File: src/h2dd_pkg.sv
// Shared types and constants for the HTTP/2 DATA frame depadder.
// No dependencies; imported by h2dd_core and http2_data_frame_depadder.
`timescale 1ns / 1ps
`default_nettype none

package h2dd_pkg;

    // Frame length bits actually used, and width of the receive counter.
    localparam int LENGTH_BITS = 24;
    localparam int COUNT_BITS  = 32;

    // Item kind carried on func.
    localparam logic FUNC_HEADER = 1'b0;
    localparam logic FUNC_BYTE   = 1'b1;

    typedef enum logic [1:0] {
        STATUS_OK     = 2'd0,
        STATUS_PROTO  = 2'd1,
        STATUS_STRAY  = 2'd2
    } status_t;

    typedef struct packed {
        logic        func;
        logic [23:0] frame_length;
        logic        padded;
        logic        end_stream;
        logic [7:0]  data_byte;
    } item_t;

    typedef struct packed {
        logic [7:0]  out_byte;
        logic        out_valid;
        logic        frame_end;
        logic        stream_end;
        status_t     status;
        logic [31:0] bytes_credited;
    } result_t;

endpackage

`default_nettype wire

File: src/h2dd_core.sv
// Frame tracking state and combinational per-item update logic, registered on step.
// Depends on h2dd_pkg.
`timescale 1ns / 1ps
`default_nettype none

module h2dd_core (
    input  wire logic             clk,
    input  wire logic             rst_n,
    input  wire logic             step,
    input  wire h2dd_pkg::item_t  item,
    output h2dd_pkg::result_t     result
);
    import h2dd_pkg::*;

    logic [LENGTH_BITS-1:0] bytes_left_reg, bytes_left_next;
    logic [7:0]             pad_length_reg, pad_length_next;
    logic                   await_pad_reg, await_pad_next;
    logic                   ends_stream_reg, ends_stream_next;
    logic                   in_frame_reg, in_frame_next;
    logic                   error_reg, error_next;
    logic [COUNT_BITS-1:0]  total_reg, total_next;

    logic [LENGTH_BITS-1:0] flen;
    logic [LENGTH_BITS-1:0] byte_ext;
    logic [LENGTH_BITS-1:0] pad_ext;
    logic [COUNT_BITS+31:0] total_wide;

    assign flen       = item.frame_length[LENGTH_BITS-1:0];
    assign byte_ext   = LENGTH_BITS'(item.data_byte);
    assign pad_ext    = LENGTH_BITS'(pad_length_reg);
    assign total_wide = {32'd0, total_next};

    always_comb
    begin
        bytes_left_next  = bytes_left_reg;
        pad_length_next  = pad_length_reg;
        await_pad_next   = await_pad_reg;
        ends_stream_next = ends_stream_reg;
        in_frame_next    = in_frame_reg;
        error_next       = error_reg;
        total_next       = total_reg;

        result.out_byte   = 8'd0;
        result.out_valid  = 1'b0;
        result.frame_end  = 1'b0;
        result.stream_end = 1'b0;
        result.status     = STATUS_OK;

        if (error_reg)
        begin
            result.status = STATUS_PROTO;
        end
        else if (item.func == FUNC_HEADER)
        begin
            // New header; an open frame is dropped silently.
            bytes_left_next  = flen;
            pad_length_next  = 8'd0;
            await_pad_next   = item.padded;
            ends_stream_next = item.end_stream;
            in_frame_next    = 1'b1;
            if (flen == '0)
            begin
                in_frame_next = 1'b0;
                if (item.padded)
                begin
                    // no room for the pad length byte
                    await_pad_next = 1'b0;
                    error_next     = 1'b1;
                    result.status  = STATUS_PROTO;
                end
                else
                begin
                    result.frame_end  = 1'b1;
                    result.stream_end = item.end_stream;
                end
            end
        end
        else if (!in_frame_reg)
        begin
            result.status = STATUS_STRAY;
        end
        else if (await_pad_reg)
        begin
            if (byte_ext >= bytes_left_reg)
            begin
                error_next     = 1'b1;
                in_frame_next  = 1'b0;
                await_pad_next = 1'b0;
                result.status  = STATUS_PROTO;
            end
            else
            begin
                pad_length_next = item.data_byte;
                await_pad_next  = 1'b0;
                bytes_left_next = bytes_left_reg - LENGTH_BITS'(1);
                total_next      = total_reg + COUNT_BITS'(1);
            end
        end
        else
        begin
            // trailing pad bytes are the last pad_length bytes
            if (bytes_left_reg > pad_ext)
            begin
                result.out_valid = 1'b1;
                result.out_byte  = item.data_byte;
            end
            bytes_left_next = bytes_left_reg - LENGTH_BITS'(1);
            total_next      = total_reg + COUNT_BITS'(1);
        end

        if (!error_next && item.func == FUNC_BYTE && in_frame_next && !await_pad_next
            && bytes_left_next == '0)
        begin
            in_frame_next     = 1'b0;
            pad_length_next   = 8'd0;
            result.frame_end  = 1'b1;
            result.stream_end = ends_stream_next;
        end

        result.bytes_credited = total_wide[31:0];
    end

    always_ff @(posedge clk or negedge rst_n)
    begin
        if (!rst_n)
        begin
            bytes_left_reg  <= '0;
            pad_length_reg  <= 8'd0;
            await_pad_reg   <= 1'b0;
            ends_stream_reg <= 1'b0;
            in_frame_reg    <= 1'b0;
            error_reg       <= 1'b0;
            total_reg       <= '0;
        end
        else if (step)
        begin
            bytes_left_reg  <= bytes_left_next;
            pad_length_reg  <= pad_length_next;
            await_pad_reg   <= await_pad_next;
            ends_stream_reg <= ends_stream_next;
            in_frame_reg    <= in_frame_next;
            error_reg       <= error_next;
            total_reg       <= total_next;
        end
    end

endmodule

`default_nettype wire

File: src/http2_data_frame_depadder.sv
// HTTP/2 DATA frame depadder top level: input register, core, result register.
// Depends on h2dd_pkg and h2dd_core.
`timescale 1ns / 1ps
`default_nettype none

// Removes padding from HTTP/2 DATA frame payloads one byte per beat. A header
// beat (func 0) opens a frame with its length and flags; on a padded frame the
// first payload byte is the pad length, and the trailing pad bytes are dropped
// (out_valid low) while data bytes pass through. Every beat yields exactly one
// result beat carrying status, frame/stream end marks and the wrapping receive
// byte count. A bad pad length, or a padded frame of length zero, is a sticky
// protocol error cleared only by reset. Throughput is one beat per clock while
// results are taken. Beats pass the input register, then the result register,
// with all bookkeeping (a compare and a decrement of the remaining length) between.
module http2_data_frame_depadder (
    input  wire logic        clk,
    input  wire logic        rst_n,

    input  wire logic        in_valid,
    output logic             in_ready,
    input  wire logic        func,
    input  wire logic [23:0] frame_length,
    input  wire logic        padded,
    input  wire logic        end_stream,
    input  wire logic [7:0]  data_byte,

    output logic             result_valid,
    input  wire logic        result_ready,
    output logic [7:0]       out_byte,
    output logic             out_valid,
    output logic             frame_end,
    output logic             stream_end,
    output logic [1:0]       status,
    output logic [31:0]      bytes_credited
);
    import h2dd_pkg::*;

    // Input register: holds one accepted beat until the core consumes it.
    item_t   in_item_reg;
    logic    in_full_reg, in_full_next;

    // Result register: holds one finished beat until downstream takes it.
    result_t result_reg;
    logic    result_valid_reg, result_valid_next;

    result_t core_result;
    logic    step;
    logic    in_take;

    // Core consumes the held beat whenever the result slot is free or draining.
    assign step     = in_full_reg && (!result_valid_reg || result_ready);
    assign in_ready = !in_full_reg || step;
    assign in_take  = in_valid && in_ready;

    h2dd_core u_core (
        .clk    (clk),
        .rst_n  (rst_n),
        .step   (step),
        .item   (in_item_reg),
        .result (core_result)
    );

    always_comb
    begin
        in_full_next = in_full_reg;
        if (in_take)
        begin
            in_full_next = 1'b1;
        end
        else if (step)
        begin
            in_full_next = 1'b0;
        end

        result_valid_next = result_valid_reg;
        if (step)
        begin
            result_valid_next = 1'b1;
        end
        else if (result_ready)
        begin
            result_valid_next = 1'b0;
        end
    end

    always_ff @(posedge clk or negedge rst_n)
    begin
        if (!rst_n)
        begin
            in_full_reg      <= 1'b0;
            result_valid_reg <= 1'b0;
        end
        else
        begin
            in_full_reg      <= in_full_next;
            result_valid_reg <= result_valid_next;
        end
    end

    // Payload registers, no reset needed.
    always_ff @(posedge clk)
    begin
        if (in_take)
        begin
            in_item_reg.func         <= func;
            in_item_reg.frame_length <= frame_length;
            in_item_reg.padded       <= padded;
            in_item_reg.end_stream   <= end_stream;
            in_item_reg.data_byte    <= data_byte;
        end
        if (step)
        begin
            result_reg <= core_result;
        end
    end

    assign result_valid   = result_valid_reg;
    assign out_byte       = result_reg.out_byte;
    assign out_valid      = result_reg.out_valid;
    assign frame_end      = result_reg.frame_end;
    assign stream_end     = result_reg.stream_end;
    assign status         = result_reg.status;
    assign bytes_credited = result_reg.bytes_credited;

`ifndef SYNTH
    // A passed data byte never comes with an error or stray status.
    a_data_ok: assert property (@(posedge clk) disable iff (!rst_n)
        result_valid && out_valid |-> status == STATUS_OK)
        else $error("data byte passed with non-ok status");

    // Frame end only on a clean beat, and stream end only with frame end.
    a_end_ok: assert property (@(posedge clk) disable iff (!rst_n)
        result_valid && (frame_end || stream_end) |-> frame_end && status == STATUS_OK)
        else $error("bad frame or stream end marking");

    // Input side only stalls when a beat is held and the result slot is blocked.
    a_stall_cause: assert property (@(posedge clk) disable iff (!rst_n)
        !in_ready |-> in_full_reg && result_valid && !result_ready)
        else $error("input stalled without downstream backpressure");

    // A consumed beat always shows up in the result register next cycle.
    a_step_result: assert property (@(posedge clk) disable iff (!rst_n)
        step |=> result_valid)
        else $error("consumed beat produced no result");
`endif

endmodule

`default_nettype wire
File: config.mk
export PLATFORM = sky130hd
export DESIGN_NAME = http2_data_frame_depadder
export DESIGN_NICKNAME = d
export VERILOG_FILES = /design/src/h2dd_pkg.sv /design/src/h2dd_core.sv /design/src/http2_data_frame_depadder.sv
export SDC_FILE = /design/constraint.sdc
export NUM_CORES = 1
export LEC_CHECK = 0
export BUFFER_PORTS_ARGS = -buffer_cell sky130_fd_sc_hd__buf_2
export CAP_MARGIN = 20
export CORE_ASPECT_RATIO = 1.5
export CORE_MARGIN = 4
export CORE_UTILIZATION = 55
export CTS_CLUSTER_DIAMETER = 200
export DETAILED_ROUTE_END_ITERATION = 7
export GPL_TIMING_DRIVEN = 0
export HOLD_SLACK_MARGIN = 0.06
export PLACE_DENSITY = 0.72
export SETUP_SLACK_MARGIN = 0.4
export SYNTH_ARGS = -nofsm -noshare
export SYNTH_HDL_FRONTEND = slang
export SYNTH_SLANG_ARGS = --single-unit
File: constraint.sdc
create_clock -name clk -period 7.8 [get_ports clk]
set_clock_uncertainty 0.2 [all_clocks]
set_input_delay 1.17 -clock clk [delete_from_list [all_inputs] [get_ports clk]]
set_output_delay 1.17 -clock clk [all_outputs]
set_load 0.03 [all_outputs]
==> flow_summary.ini <==
[floorplanning]
dieArea_um2 = 15590
io_pins = 86
num_rows = 52
fp.coreArea_um2 = 13400
initial_core_util = 0.5591
die_width_um = 103.3
die_h_um = 151.0

[clocking]
cts_tree = built
htree_levels = 4
cts_root_buffer = clkbuf_16
clockBufferDepth = 2
ctsHoldBuffers = 0
cts-buffers-inserted = 17
cts.repair.resized = 0
clk_pin_slew_worst_paths_ns = 0.07
clock_insertion_delay_worst_skew_ns = 0.42
cts_setup_buffers = 0
cts.sinks = 150

[cells_and_area]
num_antenna_cells = 0
drive_gt1_frac = 0.1982
area_growth_syn_to_layout_pct = 16.76
final.fill_count = 1083
largest_reg_flops = 35
postLayoutCoreUtil = 0.6528
final_nets = 841

[run]
drv_cap = 0

[critical_path]
cp-end-kind = register
cp_max_fo = 10
r2r_start = u_core.bytes_left_reg[0]
reg2reg_slack_ns = 3.41
critPathArrivalTime_ns = 4.49
r2r-end = u_core.pad_length_reg[4]
reg2regPathDepth = 12
required_ns = 7.91
crit_end = u_core.pad_length_reg[4]
crit_path_start_kind = register
worstSetupStartpoint = u_core.bytes_left_reg[0]
path_class = reg -> reg

[sta]
setup_viol = 0
layout_min_cycle_time_ns = 4.386
setup-tns-final_ns = 0
setup_ws_ns = 3.414
hold_violations = 0
timing.fmax_mhz = 228.0
min_period_over_period = 0.5624
final_max_slew_viol_count = 0
relSlewSlack = 0.4028
tightestPinTransition_ns = 0.8889
grt_setup_unrepaired = no

[synthesis]
async_reset_ff_frac = 0.4667
synth_warnings = 0
yosysTopAreaCellShare = 0.3206
synth_most_common_cell = edfxtp_1
synth_seq_cells = 150
syn-num-nets = 734
synth.largest_area_cell = edfxtp_1
syn_avg_cell_area_um2 = 11.07
seq_area_frac_synth = 0.5543
synthTopCellsByCount = 80 x edfxtp_1, 79 x nand2_1, 70 x dfrtp_1, 68 x nor2_1, 33 x xor2_1
synth_ff_type = edfxtp_1
syn_area_um2 = 7493
synth_edf_count = 80
synth.distinct_cells = 76
synthTopCellsByArea = edfxtp_1 32%, dfrtp_1 23%, nand2_1 4.0%, xor2_1 3.9%, nor2_1 3.4%
synthCells = 677

[global_routing]
grt_pass1_wl_um = 30990
grt_pass1_vias = 5875
track_usage = 0.2644
gr-total-overflow = 0
antenna_found_initial = 0
grt_max_degree = 66

[route]
viasPerCell = 6.047
detail-route-antenna-nets = 0
num_vias = 5799
wl_per_cell_um = 20.70
drc_errors = 0
drtIter0Drc = 344
wirelength_um = 19850
dr.pass1.iters = 5

[placement]
place_ws_ns = 3.461
routabilityCongestion = 0.9636
portBuffers = 85
dpl.hpwl_um = 14570

[run_status]
status = complete, no violations

[power]
power_density_nw_per_um2 = 254.3
finalPower_uw = 2225
p_leak_uw = 0.003643
peakVddDrop_v = 0.0001396

[hold_path]
hold_path.class = reg -> reg
cells in the final DEF (no fill, tap or decap), drive strengths merged, types with 20 or more instances in the layout:
cell type / instances
a21oi: 22
nor2: 68
xor2: 33
dfrtp: 70
nand3: 23
xnor2: 27
clkbuf: 34
edfxtp: 80
o21ai: 20
nand2: 79
buf: 95
inv: 32
worst min-delay path by stage:
| stage | startpoint | end | slack (ns) | cells after the start |
|---|---|---|---|---|
| after global routing | u_core.pad_length_reg[5] | u_core.pad_length_reg[5] | 0.33 | 1 |
| after detailed placement | u_core.ends_stream_reg | u_core.ends_stream_reg | 0.27 | 2 |
| after global placement | u_core.ends_stream_reg | u_core.ends_stream_reg | 0.27 | 2 |
| after CTS | u_core.ends_stream_reg | u_core.ends_stream_reg | 0.29 | 2 |
| after floorplan | u_core.ends_stream_reg | u_core.ends_stream_reg | 0.25 | 2 |
| final | u_core.ends_stream_reg | u_core.ends_stream_reg | 0.29 | 2 |
power breakdown:
part	total, uW	internal, uW	switching (uW)
clock network	797	446	351
logic	422	153	270
registers	1010	924	81.1
total	2230	1520	702
per-layer routing:
layer / GRT usage / routed length, um
met5: 0 / 0
met4: 0.1270 / 838
met3: 0.04700 / 928
met2: 0.4720 / 10680
met1: 0.2987 / 7402
cell type report:
cell class	instances	area, um2	area share
Sequential cell	150	4154	0.4748
Tap cell	162	202.7	0.02317
Timing Repair Buffer	88	483.0	0.05520
Inverter	28	105.1	0.01201
Multi-Input combinational cell	475	3119	0.3565
Clock inverter	15	142.6	0.01630
Buffer	24	117.6	0.01344
Clock buffer	17	425.4	0.04862
critical path, stage by stage, from the launching register on:
cell and delay [ns]:
dfrtp_1 0.53, ha_1 0.29, nand2b_1 0.16, a2111oi_2 0.42, o31ai_2 0.13, buf_4 0.21
a21oi_1 0.66, and4_1 0.32, nand4_1 0.16, nor4_2 0.38, nand4_2 0.26, a31o_4 0.35
a22o_1 0.19
per-stage QoR:
| stage | hold slack, ns | cell area (um2) | cells |
|---|---|---|---|
| after floorplan | 0.2497 | 7493 | 677 |
| after global placement | 0.2682 | 8122 | 924 |
| after detailed placement | 0.2737 | 8182 | 927 |
| after CTS | 0.2895 | 8750 | 959 |
| after global routing | 0.3288 | 8750 | 959 |
| final | 0.2948 | 8750 | 959 |
logic make-up after synthesis:
family          share of synthesized area
buf+inv                           0.02955
simple gates                       0.1827
flops                              0.5543
fa+ha+maj                         0.03006
mux                               0.01620
xor+xnor                          0.07013
compound gates                     0.1171
(Power assumes the default switching activity.)
